$ cat config.mk
export PLATFORM = sky130hd
export DESIGN_NAME = tcp_timestamp_option_rewriter_top_flat
export DESIGN_NICKNAME = d
export VERILOG_FILES = /design/src/design/tsr_pkg.sv /design/src/design/tsr_stream_if.sv /design/src/design/tsr_front.sv /design/src/design/tsr_fifo.sv /design/src/design/tsr_back.sv /design/src/design/tcp_timestamp_option_rewriter_top.sv /design/src/flat_wrapper.sv
export SDC_FILE = /design/constraint.sdc
export NUM_CORES = 1
export LEC_CHECK = 0
export BUFFER_PORTS_ARGS = -buffer_cell sky130_fd_sc_hd__buf_2
export CAP_MARGIN = 20
export CORE_AREA = 8 8 242 268
export DETAILED_ROUTE_END_ITERATION = 12
export DIE_AREA = 0 0 250 276
export HOLD_SLACK_MARGIN = 0.12
export PLACE_DENSITY = 0.6
export SYNTH_ARGS = -nofsm -noshare
export SYNTH_HDL_FRONTEND = slang
export SYNTH_SLANG_ARGS = --single-unit
$ cat constraint.sdc
create_clock -name i_clk -period 9.3 [get_ports i_clk]
set_clock_uncertainty 0.15 [all_clocks]
set_input_delay 0.93 -clock i_clk [delete_from_list [all_inputs] [get_ports i_clk]]
set_output_delay 0.93 -clock i_clk [all_outputs]
set_load 0.01 [all_outputs]
$ cat src/design/tsr_pkg.sv
// Shared types, constants and helpers of the TCP timestamp option rewriter.
package tsr_pkg;

    // Option kinds that the scanner recognizes.
    localparam logic [7:0] NOP_KIND = 8'h01;
    localparam logic [7:0] TS_KIND  = 8'h08;

    // Rewrite modes carried on the func field.
    localparam logic [1:0] FUNC_EXTRACT = 2'd0;
    localparam logic [1:0] FUNC_REPLACE = 2'd1;
    localparam logic [1:0] FUNC_SWAP    = 2'd2;

    // Queue between the scanner and the emitter.
    localparam int FIFO_DEPTH = 2;
    localparam int FIFO_PTR_W = (FIFO_DEPTH > 1) ? $clog2(FIFO_DEPTH) : 1;
    localparam int FIFO_CNT_W = $clog2(FIFO_DEPTH + 1);

    // Most bytes that one input item can release.
    localparam int RUN_MAX   = 8;
    localparam int RUN_IDX_W = $clog2(RUN_MAX);

    // Scanner phases.
    typedef enum logic [5:0] {
        PH_KIND   = 6'b000001,
        PH_LEN    = 6'b000010,
        PH_SKIP   = 6'b000100,
        PH_TS_LEN = 6'b001000,
        PH_HOLD   = 6'b010000,
        PH_PASS   = 6'b100000
    } t_phase;

    // One run of output bytes caused by a single input item.
    typedef struct packed {
        logic [RUN_MAX-1:0][7:0] run_bytes;
        logic [RUN_IDX_W-1:0]    last_idx;
        logic                    pkt_end;
        logic                    found;
        logic [31:0]             value;
        logic [31:0]             echo;
    } t_run;

    // Phase that follows an option kind byte.
    function automatic t_phase kind_phase(input logic [7:0] kind);
        t_phase ph;
        if (kind == NOP_KIND) begin
            ph = PH_KIND;
        end else if (kind == TS_KIND) begin
            ph = PH_TS_LEN;
        end else begin
            ph = PH_LEN;
        end
        return ph;
    endfunction

endpackage

$ cat src/design/tsr_stream_if.sv
// Input and output stream interfaces of the TCP timestamp option rewriter.
interface tsr_in_if;
    logic        valid;
    logic        ready;
    logic [7:0]  opt_byte;
    logic        first_byte;
    logic        last_byte;
    logic [1:0]  func;
    logic [31:0] echo_value;

    modport source (output valid, opt_byte, first_byte, last_byte, func, echo_value,
                    input ready);
    modport sink   (input valid, opt_byte, first_byte, last_byte, func, echo_value,
                    output ready);
endinterface

interface tsr_out_if;
    logic        valid;
    logic        ready;
    logic [7:0]  out_byte;
    logic        run_end;
    logic        packet_end;
    logic        ts_found;
    logic [31:0] ts_value;
    logic [31:0] ts_echo;

    modport source (output valid, out_byte, run_end, packet_end, ts_found, ts_value,
                    ts_echo, input ready);
    modport sink   (input valid, out_byte, run_end, packet_end, ts_found, ts_value,
                    ts_echo, output ready);
endinterface

$ cat src/design/tsr_front.sv
// Option scanner: parses each option byte and forms the run of bytes it releases.
module tsr_front (
    input  logic          i_clk,
    input  logic          i_rst_n,
    tsr_in_if.sink        i_in,
    output tsr_pkg::t_run o_run,
    output logic          o_run_valid,
    input  logic          i_run_ready
);
    import tsr_pkg::*;

    t_phase      r_phase, n_phase;
    logic [7:0]  r_skip, n_skip;
    logic [2:0]  r_held_cnt, n_held_cnt;
    logic        r_found, n_found;
    logic [31:0] r_saved_value, n_saved_value;
    logic [31:0] r_saved_echo, n_saved_echo;
    logic [RUN_MAX-1:0][7:0] r_held;

    logic        accept;
    logic        has_run;
    logic        hold_wr;
    t_run        run;

    assign i_in.ready  = i_run_ready;
    assign accept      = i_in.valid && i_in.ready;
    assign o_run_valid = accept && has_run;
    assign o_run       = run;

    // Scan one byte: a packet start resets the scan before the byte is used.
    always_comb begin
        t_phase      ph;
        logic [7:0]  b;
        logic [7:0]  skip_left;
        logic [31:0] v;
        logic [31:0] e;
        logic [31:0] nv;
        logic [31:0] ne;

        b  = i_in.opt_byte;
        ph = i_in.first_byte ? PH_KIND : r_phase;
        n_phase       = ph;
        n_skip        = i_in.first_byte ? 8'd0 : r_skip;
        n_held_cnt    = i_in.first_byte ? 3'd0 : r_held_cnt;
        n_found       = i_in.first_byte ? 1'b0 : r_found;
        n_saved_value = i_in.first_byte ? 32'd0 : r_saved_value;
        n_saved_echo  = i_in.first_byte ? 32'd0 : r_saved_echo;
        has_run       = 1'b1;
        hold_wr       = 1'b0;
        skip_left     = 8'd0;
        v  = {r_held[0], r_held[1], r_held[2], r_held[3]};
        e  = {r_held[4], r_held[5], r_held[6], b};
        nv = v;
        ne = e;

        run           = '0;
        run.run_bytes[0] = b;
        run.last_idx  = '0;

        case (ph)
            PH_KIND: begin
                n_phase = kind_phase(b);
            end
            PH_LEN: begin
                if (b inside {[8'd0:8'd1]}) begin
                    n_phase = kind_phase(b);
                end else begin
                    n_skip  = b - 8'd2;
                    n_phase = (n_skip != 8'd0) ? PH_SKIP : PH_KIND;
                end
            end
            PH_SKIP: begin
                skip_left = (n_skip != 8'd0) ? n_skip - 8'd1 : 8'd0;
                n_skip    = skip_left;
                if (skip_left == 8'd0) begin
                    n_phase = PH_KIND;
                end
            end
            PH_TS_LEN: begin
                n_phase    = PH_HOLD;
                n_held_cnt = 3'd0;
            end
            PH_HOLD: begin
                if (n_held_cnt == 3'(RUN_MAX - 1)) begin
                    // Eighth value byte: rewrite value and echo by the mode.
                    case (i_in.func)
                        FUNC_REPLACE: begin
                            nv = e;
                            ne = i_in.echo_value;
                        end
                        FUNC_SWAP: begin
                            nv = e + 32'd1;
                            ne = v;
                        end
                        default: begin
                            nv = v;
                            ne = e;
                        end
                    endcase
                    run.run_bytes = {ne[7:0], ne[15:8], ne[23:16], ne[31:24],
                                     nv[7:0], nv[15:8], nv[23:16], nv[31:24]};
                    run.last_idx  = RUN_IDX_W'(RUN_MAX - 1);
                    n_saved_value = v;
                    n_saved_echo  = e;
                    n_found       = 1'b1;
                    n_held_cnt    = 3'd0;
                    n_phase       = PH_PASS;
                end else if (i_in.last_byte) begin
                    // Truncated timestamps: flush held bytes and this one unchanged.
                    run.run_bytes = r_held;
                    run.run_bytes[n_held_cnt] = b;
                    run.last_idx  = n_held_cnt;
                    n_held_cnt    = 3'd0;
                end else begin
                    has_run    = 1'b0;
                    hold_wr    = 1'b1;
                    n_held_cnt = n_held_cnt + 3'd1;
                end
            end
            default: begin
                n_phase = ph;
            end
        endcase

        // Packet end: report the timestamps and restart the scan.
        run.pkt_end = i_in.last_byte;
        run.found   = i_in.last_byte && n_found;
        run.value   = run.found ? n_saved_value : 32'd0;
        run.echo    = run.found ? n_saved_echo : 32'd0;
        if (i_in.last_byte) begin
            n_phase       = PH_KIND;
            n_skip        = 8'd0;
            n_held_cnt    = 3'd0;
            n_found       = 1'b0;
            n_saved_value = 32'd0;
            n_saved_echo  = 32'd0;
        end
    end

    // Scanner state.
    always_ff @(posedge i_clk) begin
        if (!i_rst_n) begin
            r_phase       <= PH_KIND;
            r_skip        <= 8'd0;
            r_held_cnt    <= 3'd0;
            r_found       <= 1'b0;
            r_saved_value <= 32'd0;
            r_saved_echo  <= 32'd0;
        end else if (accept) begin
            r_phase       <= n_phase;
            r_skip        <= n_skip;
            r_held_cnt    <= n_held_cnt;
            r_found       <= n_found;
            r_saved_value <= n_saved_value;
            r_saved_echo  <= n_saved_echo;
        end
    end

    // Held value bytes of the timestamps option.
    always_ff @(posedge i_clk) begin
        if (accept && hold_wr) begin
            r_held[n_held_cnt - 3'd1] <= i_in.opt_byte;
        end
    end

    // Bytes are held only while the scanner is in the hold phase.
    a_held_only_in_hold: assert property (@(posedge i_clk) disable iff (!i_rst_n)
        (r_held_cnt != 3'd0) |-> (r_phase == PH_HOLD))
        else $error("held byte count set outside the hold phase");

    // A completed timestamps option always leaves the scanner passing bytes.
    a_found_in_pass: assert property (@(posedge i_clk) disable iff (!i_rst_n)
        r_found |-> (r_phase == PH_PASS))
        else $error("found flag set outside the pass phase");

    // No run is produced while a value byte is only being held.
    a_hold_no_run: assert property (@(posedge i_clk) disable iff (!i_rst_n)
        (accept && hold_wr) |-> !o_run_valid)
        else $error("run pushed for a held byte");

endmodule

$ cat src/design/tsr_fifo.sv
// Short queue of runs between the option scanner and the byte emitter.
module tsr_fifo (
    input  logic          i_clk,
    input  logic          i_rst_n,
    input  tsr_pkg::t_run i_run,
    input  logic          i_push_valid,
    output logic          o_push_ready,
    output tsr_pkg::t_run o_run,
    output logic          o_pop_valid,
    input  logic          i_pop
);
    import tsr_pkg::*;

    t_run                  r_mem [FIFO_DEPTH];
    logic [FIFO_PTR_W-1:0] r_wr_ptr, n_wr_ptr;
    logic [FIFO_PTR_W-1:0] r_rd_ptr, n_rd_ptr;
    logic [FIFO_CNT_W-1:0] r_count, n_count;
    logic                  do_push;
    logic                  do_pop;

    assign o_push_ready = (r_count != FIFO_CNT_W'(FIFO_DEPTH));
    assign o_pop_valid  = (r_count != '0);
    assign o_run        = r_mem[r_rd_ptr];
    assign do_push      = i_push_valid && o_push_ready;
    assign do_pop       = i_pop && o_pop_valid;

    // Pointer and fill count update.
    always_comb begin
        n_wr_ptr = r_wr_ptr;
        n_rd_ptr = r_rd_ptr;
        n_count  = r_count;
        if (do_push) begin
            n_wr_ptr = (r_wr_ptr == FIFO_PTR_W'(FIFO_DEPTH - 1)) ? '0 : r_wr_ptr + 1'b1;
        end
        if (do_pop) begin
            n_rd_ptr = (r_rd_ptr == FIFO_PTR_W'(FIFO_DEPTH - 1)) ? '0 : r_rd_ptr + 1'b1;
        end
        if (do_push && !do_pop) begin
            n_count = r_count + 1'b1;
        end else if (do_pop && !do_push) begin
            n_count = r_count - 1'b1;
        end
    end

    always_ff @(posedge i_clk) begin
        if (!i_rst_n) begin
            r_wr_ptr <= '0;
            r_rd_ptr <= '0;
            r_count  <= '0;
        end else begin
            r_wr_ptr <= n_wr_ptr;
            r_rd_ptr <= n_rd_ptr;
            r_count  <= n_count;
        end
    end

    // Entry storage.
    always_ff @(posedge i_clk) begin
        if (do_push) begin
            r_mem[r_wr_ptr] <= i_run;
        end
    end

    // The fill count tracks the distance between the pointers.
    a_count_bound: assert property (@(posedge i_clk) disable iff (!i_rst_n)
        (r_count <= FIFO_CNT_W'(FIFO_DEPTH)) &&
        ((r_count == '0 || r_count == FIFO_CNT_W'(FIFO_DEPTH)) == (r_wr_ptr == r_rd_ptr)))
        else $error("queue fill count disagrees with its pointers");

    // A full queue takes no new run.
    a_no_overflow: assert property (@(posedge i_clk) disable iff (!i_rst_n)
        (r_count == FIFO_CNT_W'(FIFO_DEPTH)) |-> !do_push)
        else $error("run pushed into a full queue");

    // A run is only taken from a queue that holds one.
    a_no_underflow: assert property (@(posedge i_clk) disable iff (!i_rst_n)
        do_pop |-> (r_count != '0))
        else $error("run popped from an empty queue");

endmodule

$ cat src/design/tsr_back.sv
// Byte emitter: sends the bytes of each queued run, one per item, with end flags.
module tsr_back (
    input  logic          i_clk,
    input  logic          i_rst_n,
    input  tsr_pkg::t_run i_run,
    input  logic          i_run_valid,
    output logic          o_pop,
    tsr_out_if.source     o_out
);
    import tsr_pkg::*;

    t_run                 r_cur;
    logic                 r_busy;
    logic [RUN_IDX_W-1:0] r_idx;
    logic                 out_acc;
    logic                 at_end;
    logic                 load;

    assign at_end  = (r_idx == r_cur.last_idx);
    assign out_acc = o_out.valid && o_out.ready;
    assign load    = i_run_valid && (!r_busy || (out_acc && at_end));
    assign o_pop   = load;

    // Output fields of the current byte.
    assign o_out.valid      = r_busy;
    assign o_out.out_byte   = r_cur.run_bytes[r_idx];
    assign o_out.run_end    = at_end;
    assign o_out.packet_end = at_end && r_cur.pkt_end;
    assign o_out.ts_found   = o_out.packet_end && r_cur.found;
    assign o_out.ts_value   = o_out.ts_found ? r_cur.value : 32'd0;
    assign o_out.ts_echo    = o_out.ts_found ? r_cur.echo : 32'd0;

    // Run control.
    always_ff @(posedge i_clk) begin
        if (!i_rst_n) begin
            r_busy <= 1'b0;
            r_idx  <= '0;
        end else if (load) begin
            r_busy <= 1'b1;
            r_idx  <= '0;
        end else if (out_acc) begin
            if (at_end) begin
                r_busy <= 1'b0;
            end else begin
                r_idx <= r_idx + 1'b1;
            end
        end
    end

    // Current run.
    always_ff @(posedge i_clk) begin
        if (load) begin
            r_cur <= i_run;
        end
    end

    // The byte index never runs past the end of the current run.
    a_idx_in_run: assert property (@(posedge i_clk) disable iff (!i_rst_n)
        r_busy |-> (r_idx <= r_cur.last_idx))
        else $error("emitter index beyond the end of its run");

    // A stalled byte keeps its place in the run.
    a_idx_hold: assert property (@(posedge i_clk) disable iff (!i_rst_n)
        (r_busy && !o_out.ready) |=> (r_busy && $stable(r_idx)))
        else $error("emitter advanced while the receiver stalled");

    // A stalled output byte does not change.
    a_byte_hold: assert property (@(posedge i_clk) disable iff (!i_rst_n)
        (o_out.valid && !o_out.ready) |=> (o_out.valid && $stable(o_out.out_byte)))
        else $error("output byte changed while the receiver stalled");

endmodule

$ cat src/design/tcp_timestamp_option_rewriter_top.sv
// Top level of the TCP timestamp option rewriter.
//
// i_in takes the TCP option bytes of a packet, one byte per item, with first
// and last markers and the rewrite mode. o_out gives the option bytes back in
// packet order, with the timestamps value and echo rewritten by the mode;
// packet_end marks the final byte of a packet and carries the found flag and
// the original value and echo.
// Each input item is scanned and written into the queue when it is accepted,
// and the emitter loads it from the queue once the emitter is free; its first
// byte is then offered on o_out. One byte per cycle passes in both directions
// while the queue has room and the receiver does not stall; the item that
// completes the timestamps option releases eight bytes, which the emitter
// sends one by one, while the four value bytes and three echo bytes before
// it produce none. The rate is set by the single-byte output port.
// A two-entry queue parts scanner and emitter: when the receiver stalls, the
// scanner keeps accepting until the queue is full and then drops i_in.ready.
// Reset clears the scan state, the queue and the emitter; no output is valid
// until an item has been accepted.
module tcp_timestamp_option_rewriter_top (
    input  logic      i_clk,
    input  logic      i_rst_n,
    tsr_in_if.sink    i_in,
    tsr_out_if.source o_out
);
    import tsr_pkg::*;

    t_run run_in;
    t_run run_out;
    logic run_valid;
    logic push_ready;
    logic pop_valid;
    logic pop;

    tsr_front u_front (
        .i_clk       (i_clk),
        .i_rst_n     (i_rst_n),
        .i_in        (i_in),
        .o_run       (run_in),
        .o_run_valid (run_valid),
        .i_run_ready (push_ready)
    );

    tsr_fifo u_fifo (
        .i_clk        (i_clk),
        .i_rst_n      (i_rst_n),
        .i_run        (run_in),
        .i_push_valid (run_valid),
        .o_push_ready (push_ready),
        .o_run        (run_out),
        .o_pop_valid  (pop_valid),
        .i_pop        (pop)
    );

    tsr_back u_back (
        .i_clk       (i_clk),
        .i_rst_n     (i_rst_n),
        .i_run       (run_out),
        .i_run_valid (pop_valid),
        .o_pop       (pop),
        .o_out       (o_out)
    );

endmodule

$ cat src/flat_wrapper.sv
// flat-port wrapper written by rule: the top's interface ports become plain ports
module tcp_timestamp_option_rewriter_top_flat import tsr_pkg::*;
  (i_clk, i_rst_n, i_in_valid, i_in_opt_byte, i_in_first_byte, i_in_last_byte, i_in_func, i_in_echo_value, i_in_ready, o_out_valid, o_out_out_byte, o_out_run_end, o_out_packet_end, o_out_ts_found, o_out_ts_value, o_out_ts_echo, o_out_ready);
  tsr_in_if i_in_i ();
  tsr_out_if o_out_i ();
  input  logic i_clk;
  input  logic i_rst_n;
  input wire logic [$bits(i_in_i.valid)-1:0] i_in_valid;
  input wire logic [$bits(i_in_i.opt_byte)-1:0] i_in_opt_byte;
  input wire logic [$bits(i_in_i.first_byte)-1:0] i_in_first_byte;
  input wire logic [$bits(i_in_i.last_byte)-1:0] i_in_last_byte;
  input wire logic [$bits(i_in_i.func)-1:0] i_in_func;
  input wire logic [$bits(i_in_i.echo_value)-1:0] i_in_echo_value;
  output wire logic [$bits(i_in_i.ready)-1:0] i_in_ready;
  output wire logic [$bits(o_out_i.valid)-1:0] o_out_valid;
  output wire logic [$bits(o_out_i.out_byte)-1:0] o_out_out_byte;
  output wire logic [$bits(o_out_i.run_end)-1:0] o_out_run_end;
  output wire logic [$bits(o_out_i.packet_end)-1:0] o_out_packet_end;
  output wire logic [$bits(o_out_i.ts_found)-1:0] o_out_ts_found;
  output wire logic [$bits(o_out_i.ts_value)-1:0] o_out_ts_value;
  output wire logic [$bits(o_out_i.ts_echo)-1:0] o_out_ts_echo;
  input wire logic [$bits(o_out_i.ready)-1:0] o_out_ready;
  assign i_in_i.valid = i_in_valid;
  assign i_in_i.opt_byte = i_in_opt_byte;
  assign i_in_i.first_byte = i_in_first_byte;
  assign i_in_i.last_byte = i_in_last_byte;
  assign i_in_i.func = i_in_func;
  assign i_in_i.echo_value = i_in_echo_value;
  assign i_in_ready = i_in_i.ready;
  assign o_out_valid = o_out_i.valid;
  assign o_out_out_byte = o_out_i.out_byte;
  assign o_out_run_end = o_out_i.run_end;
  assign o_out_packet_end = o_out_i.packet_end;
  assign o_out_ts_found = o_out_i.ts_found;
  assign o_out_ts_value = o_out_i.ts_value;
  assign o_out_ts_echo = o_out_i.ts_echo;
  assign o_out_i.ready = o_out_ready;
  tcp_timestamp_option_rewriter_top u_core (.i_clk(i_clk), .i_rst_n(i_rst_n), .i_in(i_in_i), .o_out(o_out_i));
endmodule
# After elaboration in Yosys (flattened, before gate mapping)
# Memories as Yosys holds them, arrays and structs flattened. A register that Yosys moved wholly into a read port is not among the register bits.
# Cells that the tools add are included.
[op_classes] n_mux=62 eq_ne=12 n_reduce_logical=30 n_bitwise=2 order_cmp=7 addsub=10
[op_table] op="32-bit 2-to-1 mux" n=12
[op_table] op="67-bit 2-to-1 mux" n=3
[op_table] op="64-bit bitwise mux" n=2
[op_table] op="32-bit case mux with 2 select lines" n=2
[op_table] op="8-bit 2-to-1 mux" n=7
[op_table] op="8-bit demux with 3-bit select" n=2
[op_table] op="32-bit by 1-bit adder with 32-bit output (second input constant)" n=1
[op_table] op="6-bit 2-to-1 mux" n=5
[op_table] op="6-bit case mux with 5 select lines" n=1
[op_table] op="8-bit binary-select mux with 3-bit select" n=1
[op_table] op="1-bit 2-to-1 mux" n=17
[op_table] op="1-bit logical AND" n=16
[op_table] op="8-bit case mux with 2 select lines" n=1
[op_table] op="8-bit nonzero test" n=2
[op_table] op="3-bit by 4-bit < comparator with 1-bit output (second input constant)" n=3
[op_table] op="3-bit 2-to-1 mux" n=4
[op_table] op="8-bit by 1-bit equality test with 1-bit output (second input constant)" n=1
[op_table] op="8-bit by 4-bit equality test with 1-bit output (second input constant)" n=1
[op_table] op="8-bit by 1-bit >= comparator with 1-bit output (second input constant)" n=1
[op_table] op="8-bit by 1-bit <= comparator with 1-bit output (second input constant)" n=1
[op_table] op="8-bit zero test" n=1
[op_table] op="4-bit 2-to-1 mux" n=2
[op_table] op="2-bit nonzero test" n=4
[op_table] op="8-bit by 1-bit subtractor with 8-bit output (second input constant)" n=1
[op_table] op="24 further kinds" n=32
[word_totals] mem_count=1 elab_cells=143 ff_bits=154 inputBits=48 mem_bits_rw=266
[mem_list] name="u_core.u_fifo.r_mem" words=2 width=133 rd=1 rd_ports_with_merged_regs=1 wr=1 line="tsr_fifo.sv:14" source="t_run r_mem [FIFO_DEPTH];"

# Depth between registers and ports, before layout
[logic_depth] depth_word=11 mapped_depth=13 mapped_depth_nobuf=11

# By module
# Synthesis repeated with hierarchy kept, for this count alone.
[unflattened] cells_unflattened=1967 area_unflattened_um2=25518.2
[modules_own_cells] mod="tsr_front" seq_area_each_um2=3563.4 cells_per_inst=1268 instances=1 area_each_um2=10181.0
[modules_own_cells] mod="tsr_fifo" seq_area_each_um2=8087.8 cells_per_inst=438 instances=1 area_each_um2=10122.2
[modules_own_cells] mod="tsr_back" seq_area_each_um2=4073.9 cells_per_inst=261 instances=1 area_each_um2=5215.0

# Least setup slack after synthesis
# No wires, ideal clock.
[synth_timing] kind="input -> register" start="input port i_in_first_byte" end="memory u_core.u_fifo.r_mem[0][0] (netlist bit), enable pin" n_path_buf=3 arrival_time_ns=7.917 required_time_ns=8.522 path_slack_ns=0.604 stages=9 cell_sequence="buf_2 > nor2b_1 > clkbuf_1 > ha_1 > ha_1 > clkbuf_1 > nor3_1 > nand2b_1 > nor2_1"
[synth_via] elab_chain_len=8
[synth_rtl] item="from (decl)" line="flat_wrapper.sv:10" source="input wire logic [$bits(i_in_i.first_byte)-1:0] i_in_first_byte;"
[synth_rtl] item="3-bit 2-to-1 mux" line="tsr_front.sv:44" source="n_held_cnt = i_in.first_byte ? 3'd0 : r_held_cnt;"
[synth_rtl] item="3-bit equality test" line="tsr_front.sv:84" source="if (n_held_cnt == 3'(RUN_MAX - 1)) begin"
[synth_rtl] item="1-bit 2-to-1 mux" line="tsr_front.sv:84"
[synth_rtl] item="1-bit 2-to-1 mux (*)" line="tsr_front.sv:60" source="case (ph)"
[synth_rtl] item="1-bit logical AND (*)" line="tsr_front.sv:27" source="assign o_run_valid = accept && has_run;"
[synth_rtl] item="1-bit logical AND (*)" line="tsr_fifo.sv:24" source="assign do_push = i_push_valid && o_push_ready;"
[synth_rtl] item="1-bit 2-to-1 mux (*)" line="tsr_fifo.sv:59" source="if (do_push) begin"
[synth_rtl] item="1-bit 2-to-1 mux (implied by the code) (*)" line="tsr_fifo.sv:60" source="r_mem[r_wr_ptr] <= i_run;"
[synth_rtl] item="to (decl)" line="tsr_fifo.sv:14"
# Mark *: on every way between the ends. The rest lies on a longest branch, timed or not.

# Final worst setup path
[layout_timing] start="input port i_in_first_byte" end="memory u_core.u_fifo.r_mem[1][6] (netlist bit), enable pin"
[layout_via] elab_chain_len=8
[layout_rtl] item="3-bit 2-to-1 mux" line="tsr_front.sv:44"
[layout_rtl] item="3-bit equality test" line="tsr_front.sv:84"
[layout_rtl] item="1-bit 2-to-1 mux" line="tsr_front.sv:84"
[layout_rtl] item="1-bit 2-to-1 mux (*)" line="tsr_front.sv:60"
[layout_rtl] item="1-bit logical AND (*)" line="tsr_front.sv:27"
[layout_rtl] item="1-bit logical AND (*)" line="tsr_fifo.sv:24"
[layout_rtl] item="net u_core.u_fifo.do_push" line="tsr_fifo.sv:18" source="logic do_push;"
[layout_rtl] item="1-bit 2-to-1 mux (*)" line="tsr_fifo.sv:59"
[layout_rtl] item="1-bit 2-to-1 mux (implied by the code) (*)" line="tsr_fifo.sv:60"
# Mark *: on every way through the listed nets, which the timed path passes. The rest lies on a longest branch.

==> results.sh <==
export IMPL_tightest_slew_ns=1.12
export IMPL_n_fill_cell=5388
export IMPL_drtPass1Iterations=6
export IMPL_clock_latency_ns=0.62
export IMPL_area_sequential_um2=15700
export IMPL_drt_iter0_markers=1659
export IMPL_synth_xor_area_share=0.0157
export IMPL_reg2reg_from="u_core.u_front.r_held_cnt[1]"
export IMPL_core_um2=60400
export IMPL_synth_cell_types=75
export IMPL_synthTopCellsByArea="edfxtp_1 55%, dfxtp_1 7.2%, mux2_2 6.4%, a22oi_1 2.6%, a21oi_1 2.3%"
export IMPL_port_buffers=124
export IMPL_post_drt_wl_per_cell_um=24.2
export IMPL_setup_viol=0
export IMPL_fmaxAchievable_mhz=220
export IMPL_slew_headroom=0.253
export IMPL_worstPathArrival_ns=4.63
export IMPL_synth_async_sr_flop_share=0
export IMPL_ant_nets=0
export IMPL_clockPowerShare=0.334
export IMPL_diodes=0
export IMPL_hold_path_class="register to register"
export IMPL_drt_drc_violations_left=0
export IMPL_detail_route_wirelength_um=68900
export IMPL_io_pins=125
export IMPL_h_tree_depth=2
export IMPL_end_kind="register"
export IMPL_critPathKind="input pin to register"
export IMPL_start_kind="input pin"
export IMPL_synthAdderAreaFrac=0.00749
export IMPL_fin_tns_setup_ns=0
export IMPL_drive_gt1_frac=0.209
export IMPL_dp_hpwl_um=44200
export IMPL_syn_area_um2=25100
export IMPL_synthFlopType="edfxtp_1"
export IMPL_min_from="u_core.u_front.r_saved_value[25]"
export IMPL_vias=16600
export IMPL_critPathLaunch="i_in_first_byte"
export IMPL_critPathMaxStageDelay_ns=0.87
export IMPL_synth_compound_area_frac=0.110
export IMPL_placed_cells=2738
export IMPL_period_needed_ns=4.55
export IMPL_final_cell_mix="463 x edfxtp_1, 143 x mux2_2, 124 x nand2_1, 124 x buf_2, 116 x a21oi_1"
export IMPL_via_per_inst=5.83
export IMPL_muxShareOfSynthArea=0.0922
export IMPL_syn_inst=1976
export IMPL_slowest_stage="buf_4"
export IMPL_place_ws_ns=4.11
export IMPL_post_cts_repair_setup_buffers=0
export IMPL_synth_edff_count=463
export IMPL_fin_util=0.466
export IMPL_finalNetCount=2083
export IMPL_ys_ff_latch=553
export IMPL_syn_nets=2039
export IMPL_cap_violations=0
export IMPL_area_growth_pct=12.4
export IMPL_path_clk_slew_ns=0.06
export IMPL_power_net_switching_mw=1.80
export IMPL_timing_final_crit_share=0.489
export IMPL_yosys_warnings=0
export IMPL_status="complete, no violations"
export IMPL_crit_chain="buf_2 -> nor2b_1 -> ha_1 -> ha_1 -> buf_4 -> nor3_1 -> nand2b_1 -> inv_1 -> and2_4 -> buf_4"
export IMPL_synth_largest_area_cell="edfxtp_1"
export IMPL_final_cell_area_um2=28200
export IMPL_setup_slack_ns=4.75
export IMPL_power_internal_mw=5.05
export IMPL_synth_top_area_share=0.555
export IMPL_final_cells=2844
export IMPL_pwr_share_seq=0.508
export IMPL_fp_dieArea_um2=69000
export IMPL_maxSlewViolCount=0
export IMPL_overflow=0
export IMPL_cts_max_path_buffers=3
export IMPL_die_w_um=250
export IMPL_rsz0062_at_grt="false"
export IMPL_grt_pass1_wl_um=104000
export IMPL_layout_commonest_cell="edfxtp_1"
export IMPL_die_y_um=276
export IMPL_antenna_found_initial=0
export IMPL_vdd_drop_max_v=0.000180
export IMPL_hold_violations=0
export IMPL_p_leak_nw=9.33
export IMPL_placed_area_um2=26300
export IMPL_power_density_nw_per_um2=243
export IMPL_p_sw_frac=0.263
export IMPL_synth_top_family_by_area="simple AND/OR/NAND/NOR gates"
export IMPL_start_util=0.415
export IMPL_cts_sinks=553
export IMPL_synth_simple_area_share=0.118
export IMPL_crit_fanout=70
export IMPL_ctsHoldBuffers=0
export IMPL_cts_tree="done"
export IMPL_p_comb_frac=0.158
export IMPL_cts_buffers=56
export IMPL_grt_total_usage=0.193
export IMPL_grt_pass1_vias=16500
export IMPL_globalplace_congestion=0.889
export IMPL_multi_input_area_um2=8660
export IMPL_required_ns=9.38
export IMPL_cts_root_buf="clkbuf_16"
export IMPL_num_rows=95
export IMPL_ctsResizeCount=0
export IMPL_yosysSeqAreaShare=0.627
export IMPL_grt_max_degree=75
export IMPL_synth_area_per_cell_um2=12.7
==> per-stage QoR <==
| stage | total power, mW | hold slack [ns] |
|---|---|---|
| after global placement | 4.62 | 0.352 |
| after CTS | 6.93 | 0.371 |
| after floorplan | 4.23 | 0.336 |
| final | 6.85 | 0.371 |
| after global routing | 7.13 | 0.394 |
| after detailed placement | 4.64 | 0.356 |
==> kinds of logic (layout without fill, tap and decap cells) <==
logic type | Yosys count | in the layout
and+or+nand+nor | 560 | 560
DFF | 553 | 553
AOI/OAI and AO/OA | 425 | 425
muxes | 193 | 193
buffers and inverters | 185 | 277
xor gates and xnor gates | 45 | 45
adders and majority gates | 15 | 15
==> registers in the layout, summed over array words and instances (netlist names), 2 cells and up <==
signal and cells:
u_core.u_front.r_held 64, u_core.u_fifo.r_mem 266, u_core.u_front.r_skip 8, u_core.u_front.r_held_cnt 3, u_core.u_back.r_cur 133, u_core.u_front.r_phase 6
u_core.u_front.r_saved_echo 32, u_core.u_fifo.r_count 2, u_core.u_front.r_saved_value 32, u_core.u_back.r_idx 3
==> layer usage <==
layer / vias up / wire length [um] / part of all wire / global-route usage
met4: 0 / 2800 / 0.041 / 0.0769
met1: 8286 / 28900 / 0.42 / 0.251
met5: - / 0 / 0 / 0
met2: 642 / 33400 / 0.49 / 0.323
met3: 154 / 3820 / 0.055 / 0.0301
li1: 7499 / - / - / -
==> cell type report <==
| class | instances | share of cell area |
|---|---|---|
| inverters | 16 | 0.00231 |
| clock inverters | 30 | 0.0108 |
| flip-flops and latches | 553 | 0.558 |
| well taps | 776 | 0.0345 |
| repair buffers | 155 | 0.0303 |
| clock buffers | 76 | 0.0565 |
| multi-input cells | 1238 | 0.308 |
==> power groups by stage <==
stage | clock (mW) | sequential (mW) | combinational [mW]
after floorplan | 0 | 3.43 | 0.802
after global placement | 0 | 3.52 | 1.10
after detailed placement | 0 | 3.53 | 1.11
after CTS | 2.33 | 3.48 | 1.12
after global routing | 2.42 | 3.53 | 1.17
final | 2.29 | 3.48 | 1.08
==> critical path, delay by kind of cell <==
kind / cells / cell delay (ns)
adder cells (fa/ha/maj): 2 / 0.41
buffers and inverters: 4 / 1.57
AND/OR/NAND/NOR: 4 / 1.57
==> final timing paths <==
kind	to	slack, ns	cells after the start
setup / recovery	u_core.u_fifo.r_mem[1][6]	4.75	10
hold / removal	u_core.u_front.r_saved_value[25]	0.37	2
setup reg to reg	u_core.u_fifo.r_mem[1][6]	4.84	9
hold reg to reg	u_core.u_front.r_saved_value[25]	0.37	2
==> Yosys cell counts (all sizes together) (7+ instances only) <==
master / number
a221oi: 19
mux2: 143
inv: 15
mux4: 16
a22oi: 86
and2: 79
clkbuf: 133
nor2: 98
mux2i: 34
and4: 7
nand3: 91
nand4: 12
nor4: 7
edfxtp: 463
nor2b: 76
nor3: 17
ha: 15
o21ai: 89
nand2: 126
dfxtp: 90
xnor2: 28
buf: 36
o22ai: 24
a221o: 20
nand2b: 13
xor2: 17
a211oi: 20
o21a: 7
a21oi: 116
Power figures use the tool's default switching activity.
